## config.mk

```make
export PLATFORM = sky130hd
export DESIGN_NAME = onewire_bus_master_unit
export DESIGN_NICKNAME = d
export VERILOG_FILES = /design/src/hw/rtl/owm_pkg.sv /design/src/hw/rtl/owm_cfg.sv /design/src/hw/rtl/owm_core.sv /design/src/hw/rtl/onewire_bus_master_unit.sv
export VERILOG_INCLUDE_DIRS = /design/src /design/src/hw/rtl
export SDC_FILE = /design/constraint.sdc
export NUM_CORES = 1
export LEC_CHECK = 0
export BUFFER_PORTS_ARGS = -buffer_cell sky130_fd_sc_hd__buf_2
export CAP_MARGIN = 5
export CELL_PAD_IN_SITES_DETAIL_PLACEMENT = 1
export CELL_PAD_IN_SITES_GLOBAL_PLACEMENT = 1
export CORE_ASPECT_RATIO = 0.8
export CORE_MARGIN = 2
export CORE_UTILIZATION = 45
export DETAILED_ROUTE_END_ITERATION = 12
export GPL_TIMING_DRIVEN = 0
export PLACE_DENSITY_LB_ADDON = 0.1
export SYNTH_ARGS = -nofsm -noshare
export SYNTH_HDL_FRONTEND = slang
export SYNTH_SLANG_ARGS = --single-unit
export TNS_END_PERCENT = 30
```

## constraint.sdc

```tcl
create_clock -name clk -period 7.1 [get_ports clk]
set_input_delay 0.355 -clock clk [delete_from_list [all_inputs] [get_ports clk]]
set_output_delay 0.355 -clock clk [all_outputs]
set_load 0.01 [all_outputs]
```

## src/hw/rtl/onewire_bus_master_unit_macros.svh

```systemverilog
// Assertion macros for the 1-Wire bus master unit.
// Used by the top level; expects signals named clk and rst in scope.
`ifndef ONEWIRE_BUS_MASTER_UNIT_MACROS_SVH
`define ONEWIRE_BUS_MASTER_UNIT_MACROS_SVH

// A condition that must hold at every clock edge outside reset.
`define OWM_CHECK(label, cond, msg) \
  label: assert property (@(posedge clk) disable iff (rst) (cond)) else $error(msg);

// An implication checked in the same cycle outside reset.
`define OWM_IMPLIES(label, pre, post, msg) \
  label: assert property (@(posedge clk) disable iff (rst) (pre) |-> (post)) else $error(msg);

`endif

```

## src/hw/rtl/owm_pkg.sv

```systemverilog
// Shared types and constants for the 1-Wire bus master unit.
// No dependencies; imported by every module of the block.
package owm_pkg;

  // Width of the phase timer in bits.
  localparam int TIMER_BITS = 10;
  // Width of every timing register.
  localparam int CFG_W = 10;
  // Width used when a timer value is compared with a register value.
  localparam int CMP_W = (TIMER_BITS > CFG_W) ? TIMER_BITS : CFG_W;
  localparam logic [TIMER_BITS-1:0] TIMER_MAX = {TIMER_BITS{1'b1}};

  // Reset values of the timing registers, in microseconds.
  localparam logic [CFG_W-1:0] RESET_LOW_DEF      = CFG_W'(480);
  localparam logic [CFG_W-1:0] PRESENCE_WAIT_DEF  = CFG_W'(70);
  localparam logic [CFG_W-1:0] RESET_RECOVERY_DEF = CFG_W'(410);
  localparam logic [CFG_W-1:0] SHORT_LOW_DEF      = CFG_W'(6);
  localparam logic [CFG_W-1:0] LONG_LOW_DEF       = CFG_W'(60);
  localparam logic [CFG_W-1:0] SAMPLE_DELAY_DEF   = CFG_W'(9);
  localparam logic [CFG_W-1:0] SLOT_LEN_DEF       = CFG_W'(70);

  // Request codes of an input word; also the kind of operation in progress.
  typedef enum logic [1:0] {
    REQ_TICK  = 2'd0,
    REQ_RESET = 2'd1,
    REQ_WRITE = 2'd2,
    REQ_READ  = 2'd3
  } req_t;

  // Operation phases.
  typedef enum logic [2:0] {
    PH_IDLE      = 3'd0,
    PH_RST_LOW   = 3'd1,
    PH_RST_WAIT  = 3'd2,
    PH_RST_REC   = 3'd3,
    PH_SLOT_LOW  = 3'd4,
    PH_SLOT_WAIT = 3'd5,
    PH_SLOT_REST = 3'd6
  } phase_t;

  // Configuration register indexes.
  typedef enum logic [2:0] {
    CFG_RESET_LOW      = 3'd0,
    CFG_PRESENCE_WAIT  = 3'd1,
    CFG_RESET_RECOVERY = 3'd2,
    CFG_SHORT_LOW      = 3'd3,
    CFG_LONG_LOW       = 3'd4,
    CFG_SAMPLE_DELAY   = 3'd5,
    CFG_SLOT_LEN       = 3'd6
  } cfg_idx_t;

  // The full set of timing registers as seen by the engine.
  typedef struct packed {
    logic [CFG_W-1:0] reset_low_us;
    logic [CFG_W-1:0] presence_wait_us;
    logic [CFG_W-1:0] reset_recovery_us;
    logic [CFG_W-1:0] short_low_us;
    logic [CFG_W-1:0] long_low_us;
    logic [CFG_W-1:0] sample_delay_us;
    logic [CFG_W-1:0] slot_len_us;
  } cfg_t;

  // One result word.
  typedef struct packed {
    logic       drive_low;
    logic       busy_res;
    logic       done_res;
    logic [7:0] rx_byte;
    logic       presence;
  } res_t;

endpackage

```

## src/hw/rtl/owm_cfg.sv

```systemverilog
// Timing register file of the 1-Wire bus master unit.
// Depends on owm_pkg for the register indexes and reset values.
module owm_cfg
  import owm_pkg::*;
(
  input  logic             clk,
  input  logic             rst,
  input  logic             cfg_we,
  input  logic [2:0]       cfg_index,
  input  logic [CFG_W-1:0] cfg_data,
  output cfg_t             cfg
);

  cfg_t regs;

  // Register writes; an index beyond the list is dropped.
  always_ff @(posedge clk) begin
    if (rst) begin
      regs.reset_low_us      <= RESET_LOW_DEF;
      regs.presence_wait_us  <= PRESENCE_WAIT_DEF;
      regs.reset_recovery_us <= RESET_RECOVERY_DEF;
      regs.short_low_us      <= SHORT_LOW_DEF;
      regs.long_low_us       <= LONG_LOW_DEF;
      regs.sample_delay_us   <= SAMPLE_DELAY_DEF;
      regs.slot_len_us       <= SLOT_LEN_DEF;
    end else if (cfg_we) begin
      unique case (cfg_idx_t'(cfg_index))
        CFG_RESET_LOW:      regs.reset_low_us      <= cfg_data;
        CFG_PRESENCE_WAIT:  regs.presence_wait_us  <= cfg_data;
        CFG_RESET_RECOVERY: regs.reset_recovery_us <= cfg_data;
        CFG_SHORT_LOW:      regs.short_low_us      <= cfg_data;
        CFG_LONG_LOW:       regs.long_low_us       <= cfg_data;
        CFG_SAMPLE_DELAY:   regs.sample_delay_us   <= cfg_data;
        CFG_SLOT_LEN:       regs.slot_len_us       <= cfg_data;
        default: ;
      endcase
    end
  end

  assign cfg = regs;

endmodule

```

## src/hw/rtl/owm_core.sv

```systemverilog
// Bus timing engine of the 1-Wire bus master unit: operation state and
// the single-pass update for one word. Depends on owm_pkg.
module owm_core
  import owm_pkg::*;
(
  input  logic       clk,
  input  logic       rst,
  input  logic       go,
  input  logic [1:0] req_type,
  input  logic [7:0] tx_byte,
  input  logic       bus_level,
  input  cfg_t       cfg,
  output res_t       res
);

  phase_t                phase, phase_next;
  logic [TIMER_BITS-1:0] timer, timer_next, timer_inc;
  logic [2:0]            bit_index, bit_index_next;
  logic [7:0]            shift_byte, shift_byte_next;
  logic                  presence_seen, presence_seen_next;
  req_t                  op_kind, op_kind_next;

  logic [CFG_W-1:0] wr_low;
  logic [CFG_W:0]   used;
  logic [CFG_W-1:0] rest;
  logic             rest_nz;
  logic             fin, after_sample, end_slot;
  req_t             req;

  // True when the advanced timer has reached a phase length or has saturated.
  function automatic logic timer_hit(input logic [TIMER_BITS-1:0] t,
                                     input logic [CFG_W-1:0] len);
    timer_hit = (CMP_W'(t) >= CMP_W'(len)) || (t == TIMER_MAX);
  endfunction

  assign req       = req_t'(req_type);
  assign timer_inc = (timer == TIMER_MAX) ? timer : timer + 1'b1;

  // Slot lengths: low time for the current write bit and the released rest.
  assign wr_low  = shift_byte[0] ? cfg.short_low_us : cfg.long_low_us;
  assign used    = (op_kind == REQ_READ) ?
                   ({1'b0, cfg.short_low_us} + {1'b0, cfg.sample_delay_us}) :
                   {1'b0, wr_low};
  assign rest_nz = {1'b0, cfg.slot_len_us} > used;
  assign rest    = rest_nz ? CFG_W'({1'b0, cfg.slot_len_us} - used) : '0;

  // Next state and result for the word at hand.
  always_comb begin
    phase_next         = phase;
    timer_next         = timer;
    bit_index_next     = bit_index;
    shift_byte_next    = shift_byte;
    presence_seen_next = presence_seen;
    op_kind_next       = op_kind;
    fin                = 1'b0;
    after_sample       = 1'b0;
    end_slot           = 1'b0;
    res.drive_low      = (phase == PH_RST_LOW) || (phase == PH_SLOT_LOW);
    res.busy_res       = 1'b1;

    if (req != REQ_TICK) begin
      // A command starts an operation only from idle.
      if (phase == PH_IDLE) begin
        op_kind_next   = req;
        timer_next     = '0;
        bit_index_next = '0;
        if (req == REQ_RESET) begin
          presence_seen_next = 1'b0;
          phase_next         = PH_RST_LOW;
        end else begin
          shift_byte_next = (req == REQ_WRITE) ? tx_byte : 8'h00;
          phase_next      = PH_SLOT_LOW;
        end
        res.drive_low = 1'b1;
      end
    end else begin
      timer_next = timer_inc;
      unique case (phase)
        PH_RST_LOW: begin
          if (timer_hit(timer_inc, cfg.reset_low_us)) begin
            phase_next = PH_RST_WAIT;
            timer_next = '0;
          end
        end
        PH_RST_WAIT: begin
          if (timer_hit(timer_inc, cfg.presence_wait_us)) begin
            presence_seen_next = ~bus_level;
            phase_next         = PH_RST_REC;
            timer_next         = '0;
          end
        end
        PH_RST_REC: begin
          if (timer_hit(timer_inc, cfg.reset_recovery_us)) begin
            phase_next = PH_IDLE;
            timer_next = '0;
            fin        = 1'b1;
          end
        end
        PH_SLOT_LOW: begin
          if (op_kind == REQ_READ) begin
            if (timer_hit(timer_inc, cfg.short_low_us)) begin
              phase_next = PH_SLOT_WAIT;
              timer_next = '0;
            end
          end else if (timer_hit(timer_inc, wr_low)) begin
            after_sample = 1'b1;
          end
        end
        PH_SLOT_WAIT: begin
          if (timer_hit(timer_inc, cfg.sample_delay_us)) begin
            shift_byte_next = {bus_level, shift_byte[7:1]};
            after_sample    = 1'b1;
          end
        end
        PH_SLOT_REST: begin
          if (timer_hit(timer_inc, rest)) begin
            end_slot = 1'b1;
          end
        end
        default: begin
          // Idle, and any code that names no phase, counts as idle.
          phase_next   = PH_IDLE;
          timer_next   = timer;
          res.busy_res = 1'b0;
        end
      endcase

      // After the low part or the sample: rest of the slot, or slot end.
      if (after_sample) begin
        if (rest_nz) begin
          phase_next = PH_SLOT_REST;
          timer_next = '0;
        end else begin
          end_slot = 1'b1;
        end
      end

      // Slot end: finish the byte or move to the next bit.
      if (end_slot) begin
        timer_next = '0;
        if (bit_index == 3'd7) begin
          phase_next = PH_IDLE;
          fin        = 1'b1;
        end else begin
          bit_index_next = bit_index + 3'd1;
          if (op_kind == REQ_WRITE) begin
            shift_byte_next = {1'b0, shift_byte[7:1]};
          end
          phase_next = PH_SLOT_LOW;
        end
      end
    end

    if (fin) begin
      res.busy_res = 1'b0;
    end
    res.done_res = fin;
    res.rx_byte  = (fin && (op_kind == REQ_READ)) ? shift_byte_next : 8'h00;
    res.presence = fin && (op_kind == REQ_RESET) && presence_seen;
  end

  // State registers advance once per word.
  always_ff @(posedge clk) begin
    if (rst) begin
      phase         <= PH_IDLE;
      timer         <= '0;
      bit_index     <= '0;
      shift_byte    <= '0;
      presence_seen <= 1'b0;
      op_kind       <= REQ_TICK;
    end else if (go) begin
      phase         <= phase_next;
      timer         <= timer_next;
      bit_index     <= bit_index_next;
      shift_byte    <= shift_byte_next;
      presence_seen <= presence_seen_next;
      op_kind       <= op_kind_next;
    end
  end

endmodule

```

## src/hw/rtl/onewire_bus_master_unit.sv

```systemverilog
// Standard-speed 1-Wire bus master.
//
// Input channel (in_valid / in_stall): one word per microsecond tick or
// command; req_type selects tick, reset, write byte or read byte, tx_byte
// carries the write data and bus_level the sampled line.
// Output channel (out_valid / out_stall): exactly one result word for every
// input word: drive level, busy, done, and rx_byte or presence with done.
// Timing registers are written through cfg_we / cfg_index / cfg_data; the
// user must write them only while no operation is running, which the block
// does not enforce; there is no read-back.
// A word passes two registers: the input register, then the result register.
// Throughput: one word per cycle when not stalled, by the single-pass update.
// When the receiver stalls, the result word holds and the input register
// keeps one more word; in_stall rises only when both are full.
// Reset (rst, synchronous) clears both channels, returns the engine to idle
// and loads the standard-speed timing defaults.
// Depends on owm_pkg, owm_cfg, owm_core and the assertion macro header.
`include "onewire_bus_master_unit_macros.svh"

module onewire_bus_master_unit
  import owm_pkg::*;
(
  input  logic             clk,
  input  logic             rst,
  input  logic             cfg_we,
  input  logic [2:0]       cfg_index,
  input  logic [CFG_W-1:0] cfg_data,
  input  logic             in_valid,
  output logic             in_stall,
  input  logic [1:0]       req_type,
  input  logic [7:0]       tx_byte,
  input  logic             bus_level,
  output logic             out_valid,
  input  logic             out_stall,
  output logic             drive_low,
  output logic             busy_res,
  output logic             done_res,
  output logic [7:0]       rx_byte,
  output logic             presence
);

  cfg_t       cfg;
  res_t       res;
  logic       in_q_valid;
  logic [1:0] req_q;
  logic [7:0] tx_q;
  logic       lvl_q;
  logic       advance;
  logic       go;

  // The pipeline moves whenever the result register is free or being taken.
  assign advance  = !out_valid || !out_stall;
  assign in_stall = in_q_valid && !advance;
  assign go       = in_q_valid && advance;

  owm_cfg u_cfg (
    .clk       (clk),
    .rst       (rst),
    .cfg_we    (cfg_we),
    .cfg_index (cfg_index),
    .cfg_data  (cfg_data),
    .cfg       (cfg)
  );

  // Input register.
  always_ff @(posedge clk) begin
    if (rst) begin
      in_q_valid <= 1'b0;
    end else if (!in_stall) begin
      in_q_valid <= in_valid;
    end
  end

  always_ff @(posedge clk) begin
    if (in_valid && !in_stall) begin
      req_q <= req_type;
      tx_q  <= tx_byte;
      lvl_q <= bus_level;
    end
  end

  owm_core u_core (
    .clk       (clk),
    .rst       (rst),
    .go        (go),
    .req_type  (req_q),
    .tx_byte   (tx_q),
    .bus_level (lvl_q),
    .cfg       (cfg),
    .res       (res)
  );

  // Result register.
  always_ff @(posedge clk) begin
    if (rst) begin
      out_valid <= 1'b0;
    end else if (advance) begin
      out_valid <= in_q_valid;
    end
  end

  always_ff @(posedge clk) begin
    if (go) begin
      drive_low <= res.drive_low;
      busy_res  <= res.busy_res;
      done_res  <= res.done_res;
      rx_byte   <= res.rx_byte;
      presence  <= res.presence;
    end
  end

  // A completed operation is no longer busy.
  `OWM_IMPLIES(a_done_idle, out_valid && done_res, !busy_res, "done word is still busy")
  // Read data and presence are zero outside a done word.
  `OWM_IMPLIES(a_data_quiet, out_valid && !done_res, (rx_byte == 8'h00) && !presence, "data outside done word")
  // The input side stalls only while a word waits in the input register.
  `OWM_IMPLIES(a_stall_has_word, in_stall, in_q_valid && out_valid && out_stall, "stall without a held word")

endmodule
```

Word-level counts from Yosys, hierarchy flattened
Cells that the tools add are included.
- add/sub/neg operators: 4
- magnitude comparators: 8
- equality and inequality tests: 23
- muxes and demuxes: 65
- bitwise gates (word level): 1
- reduce and logical (&&, ||, !) cells: 38
- operators by type and width (kind ; count):
    $mux 10 ; 13
    $mux 8 ; 9
    $ge 10x10->1 ; 7
    $pmux 10 s5 ; 1
    $mux 3 ; 16
    $mux 1 ; 23
    $eq 3x3->1 const B ; 7
    $eq 10x10->1 const B ; 2
    $reduce_and 2->1 ; 8
    $pmux 3 s5 ; 1
    $eq 3x2->1 const B ; 4
    $add 10x10->11 ; 1
    $gt 10x11->1 ; 1
    $mux 11 ; 1
    $add 10x1->10 const B ; 1
    $sub 10x10->10 ; 1
    $logic_or 1x1->1 ; 9
    $reduce_bool 2->1 ; 4
    $eq 2x2->1 const B ; 3
    $eq 3x1->1 const B ; 2
    $logic_and 1x1->1 ; 6
    $logic_not 3->1 ; 2
    $reduce_or 6->1 ; 1
    $reduce_and 5->1 ; 1
    other kinds (10) ; 15
- bits in registers: 122
- logic and storage cells: 162

Longest topological paths before layout
- depth in word-level cells: 15
- mapped depth: 26

Cells and area by module
Synthesis repeated with hierarchy kept, for this count alone.
- cell total of the unflattened synthesis: 941
- area total of the unflattened synthesis: 8416.8 um2
- modules (own cells, without submodules) (module ; times used ; cells each ; area an instance (um2) ; sequential area each (um2)):
    owm_core ; 1 ; 651 ; 4885.9 ; 540.5
    owm_cfg ; 1 ; 257 ; 2753.9 ; 1401.3
    onewire_bus_master_unit ; 1 ; 33 ; 777.0 ; 730.7

Worst setup path after synthesis
OpenSTA, ideal clock, no wires.
- kind: register to register
- start: register u_cfg.regs (netlist bit u_cfg.cfg[10])
- end: register rx_byte[0], data pin
- arrival time: 5.103 ns
- setup slack: 1.738 ns
- cell stages (with the launch flop): 27
- path buffers: 2
- cells stage by stage: dfxtp_1 ha_1 fa_1 a211oi_1 o21bai_1 a21oi_1 or2_2 nand2_1 xnor2_1 o21ai_0 ha_1 o21a_1 o32ai_1 a221oi_1 o31a_1 clkbuf_1 nand2_1 ha_1 a211oi_1 o21ai_0 a41oi_1 o21ai_0 o211a_4 a21o_4 buf_4 o21ai_0 a21oi_1
- longest elaborated chain between the ends: 14
- elaborated cells on any way between the ends: 26
- classes of those cells: add/sub: 2; order compare: 3; mux: 18; reduce/logical: 3
- RTL lines (element ; RTL line ; RTL):
    start: declaration ; owm_cfg.sv:14 ; cfg_t regs;
    $add 10x10->11 ; owm_core.sv:42 ; ({1'b0, cfg.short_low_us} + {1'b0, cfg.sample_delay_us}) :
    $mux 11 ; owm_core.sv:41 ; assign used = (op_kind == REQ_READ) ?
    $sub 10x10->10 / $gt 10x11->1 (equally long branches) ; owm_core.sv:45, owm_core.sv:44 ;
    $mux 10 ; owm_core.sv:45 ; assign rest = rest_nz ? CFG_W'({1'b0, cfg.slot_len_us} - used) : '0;
    $ge 10x10->1 ; owm_core.sv:33 ; timer_hit = (CMP_W'(t) >= CMP_W'(len)) || (t == TIMER_MAX);
    $logic_or 1x1->1 ; owm_core.sv:33 ;
    $mux 1 ; owm_core.sv:116 ; if (timer_hit(timer_inc, rest)) begin
    $mux 1 ; owm_core.sv:78 ; unique case (phase)
    $mux 1 ; owm_core.sv:130 ; if (rest_nz) begin
    $mux 1 ; owm_core.sv:129 ; if (after_sample) begin
    $mux 1 ; owm_core.sv:61 ; if (req != REQ_TICK) begin
    $mux 1 ; owm_core.sv:139 ; if (end_slot) begin
    $mux 1 ; owm_core.sv:61 ;
    $logic_and 1x1->1 ; owm_core.sv:158 ; res.rx_byte = (fin && (op_kind == REQ_READ)) ? shift_byte_next : 8'h00;
    end signal: assignment ; onewire_bus_master_unit.sv:107 ; rx_byte <= res.rx_byte;
    end: declaration ; onewire_bus_master_unit.sv:38 ; output logic [7:0] rx_byte,
Several ways; a longest one is shown, not always the timed one. The select of a mux whose other input is x is not followed.
A chain may end at the register's enable or synchronous reset.

Final worst setup path
- start: register u_cfg.regs (netlist bit u_cfg.cfg[10])
- end: register rx_byte[5], data pin
Same word-level chain as after synthesis.

==> results.toml <==
[status]
status = "complete, no violations"

[power_and_ir_drop]
power_mw = 1.87
p_per_area_nw_per_um2 = 201
vdd_drop_max_mv = 0.126
p_leak_nw = 3.97

[yosys]
synth_top_area_share_pct = 24.1
yosys_warnings = 0
synth_largest_area_cell = "dfxtp_1"
seq_area_frac_synth_pct = 32.6
async_flop_share_pct = 0
synth_flop_cell = "dfxtp_1"
synthDistinctLibCells = 79
syn_area_um2 = 8210
synth_nets = 1115
synth_edf_count = 23
synthCells = 991
synthTopCellsByArea = "dfxtp_1 (24%), ha_1 (14%), edfxtp_1 (8.4%)"
ys_ff_latch = 122
synth_area_per_cell_um2 = 8.28

[routing]
antenna_left = 0
vias_per_cell = 5.87
drc = 0
routedWlPerCell_um = 20.9
routed_wl_um = 27000
drt_iter0_markers = 543
vias = 7585
dr.pass1.iters = 5

[sta]
holdWs_ns = 0.0866
fin_setup_tns_ns = 0
worst_pin_slew_ns = 1.40
fin_ws_ns = 0.579
rsz0062_at_grt = "no"
max_freq_ghz = 0.153
hold_viol_final = 0
drv_slew = 0
finalCritPeriodShare_pct = 91.8
max_slew_margin_pct = 5.95
finalSetupViolations = 0
finClkSkew_ns = 0.0122
min_period_ns = 6.52

[grt]
grt_pass1_wl_um = 43400
antenna_found_initial = 0
grt-ovfl-total = 0
grt_pass1_vias = 7625
grt_max_degree = 17
grtUsageTotal_pct = 29.2

[worst_setup_path]
slowest_stage = "a221oi_1"
cp_common_cell = "o21ai_0"
slowest_delay_ns = 0.47
start_kind = "flip-flop"
crit_required_ns = 7.27
worstPathArrival_ns = 6.69
critPathMaxFanout = 10
rr_startpoint = "u_cfg.cfg[10]"
path_class = "flip-flop to flip-flop"
crit_path_end_kind = "flip-flop"
critPathLaunch = "u_cfg.cfg[10]"

[die]
fp.dieH_um = 125
num_rows = 44
die_x_um = 155
start_util_pct = 45.6
dieArea_um2 = 19300
pin_count = 43
fp.coreArea_um2 = 18000

[cts]
htreeDepth = 4
cts_tree = "yes"
clock_latency_ns = 0.44
clock_path_buffers = 2
cts_hold_buffers = 0
clk_root_buffer_cell = "clkbuf_16"
path_clk_slew_ns = 0.06
cts_buffers = 17
clock-sinks = 122

[min_path]
min_from = "tx_byte[4]"
hp-class = "input port to flip-flop"

[placement]
io_buffers = 38
place_area_um2 = 8700
dp_slack_ns = 0.494
routabilityCongestion = 0.850
dp_hpwl_um = 19500
dp_cells = 1260

[finish]
final_cell_mix = "nand2_1 (183), dfxtp_1 (99), ha_1 (93)"
nNetsFinal = 1173
n_antenna_cell = 0
stdcell_area_um2 = 9310
layout-drive-gt1-share_pct = 10.7
final_util_pct = 51.7
final_common_cell = "nand2_1"
area_delta_synth_final_pct = 13.3
stdcell_count = 1292

[flow_run]
cap_violations = 0
## per-layer routing
metal / up-vias / routed length [µm] / global-route usage [%] / share of wire [%]
li1: 3676 / - / - / -
met1: 3686 / 13000 / 41.7 / 48
met2: 193 / 12000 / 44.7 / 44
met3: 30 / 1620 / 6.26 / 6.0
met4: 0 / 408 / 7.35 / 1.5
met5: - / 0 / 0 / 0
## cell usage after synthesis (all sizes together) (15+ instances only)
| cell | instances |
|---|---|
| nand3b | 16 |
| dfxtp | 99 |
| edfxtp | 23 |
| inv | 68 |
| a21oi | 93 |
| nand2 | 184 |
| nor2 | 68 |
| o21ai | 50 |
| ha | 93 |
| clkbuf | 28 |
| nand3 | 26 |
| o21a | 15 |
## logic make-up (layout without fill, tap and decap cells)
kind of cell / Yosys count / count (layout) / share of synthesized area [%]
adder cells (fa/ha/maj): 95 / 95 / 14.7
buffers and inverters: 104 / 175 / 4.89
XOR/XNOR: 15 / 15 / 1.60
AND/OR/NAND/NOR: 377 / 377 / 22.3
flip-flops: 122 / 122 / 32.6
AO/OA/AOI/OAI: 265 / 265 / 22.2
multiplexers: 13 / 13 / 1.77
## what timing repair did
item	in CTS	in global routing
resized for setup	0	5
buffers inserted	0	0
endpoints found under the setup margin	0	18
## flip-flops by register name (all words and copies together) (netlist names), 2 cells and up
register	count
req_q	2
rx_byte	8
tx_q	8
u_cfg.cfg	70
u_core.bit_index	3
u_core.op_kind	2
u_core.phase	3
u_core.shift_byte	8
u_core.timer	10
## worst paths after layout
path / endpoint / depth (start not counted) / slack, ns
min reg2reg: u_cfg.cfg[46] / 2 / 0.46
max: rx_byte[5] / 25 / 0.58
min: tx_q[4] / 1 / 0.09
max reg2reg: rx_byte[5] / 25 / 0.58
## final cells by class
type	count	area [µm²]
Sequential cell	122	2670
Timing Repair Buffer	39	195
Clock buffer	17	425
Inverter	68	255
Fill cell	2218	8700
Tap cell	230	288
Buffer	36	149
Clock inverter	15	176
Multi-Input combinational cell	765	5140
## critical path, delay by kind of cell, from the launching register on
family          cells  cell delay, ns
flops               1            0.34
xor+xnor            1            0.15
compound gates     16            3.71
buf+inv             2            0.49
fa+ha+maj           4            1.38
simple gates        2            0.18
## report_power, final
group / total, mW / internal [mW] / switching [mW]
combinational: 0.212 / 0.0749 / 0.137
sequential: 0.742 / 0.727 / 0.0155
clock: 0.920 / 0.552 / 0.368
Note: power is estimated with default switching activity, not from simulation.
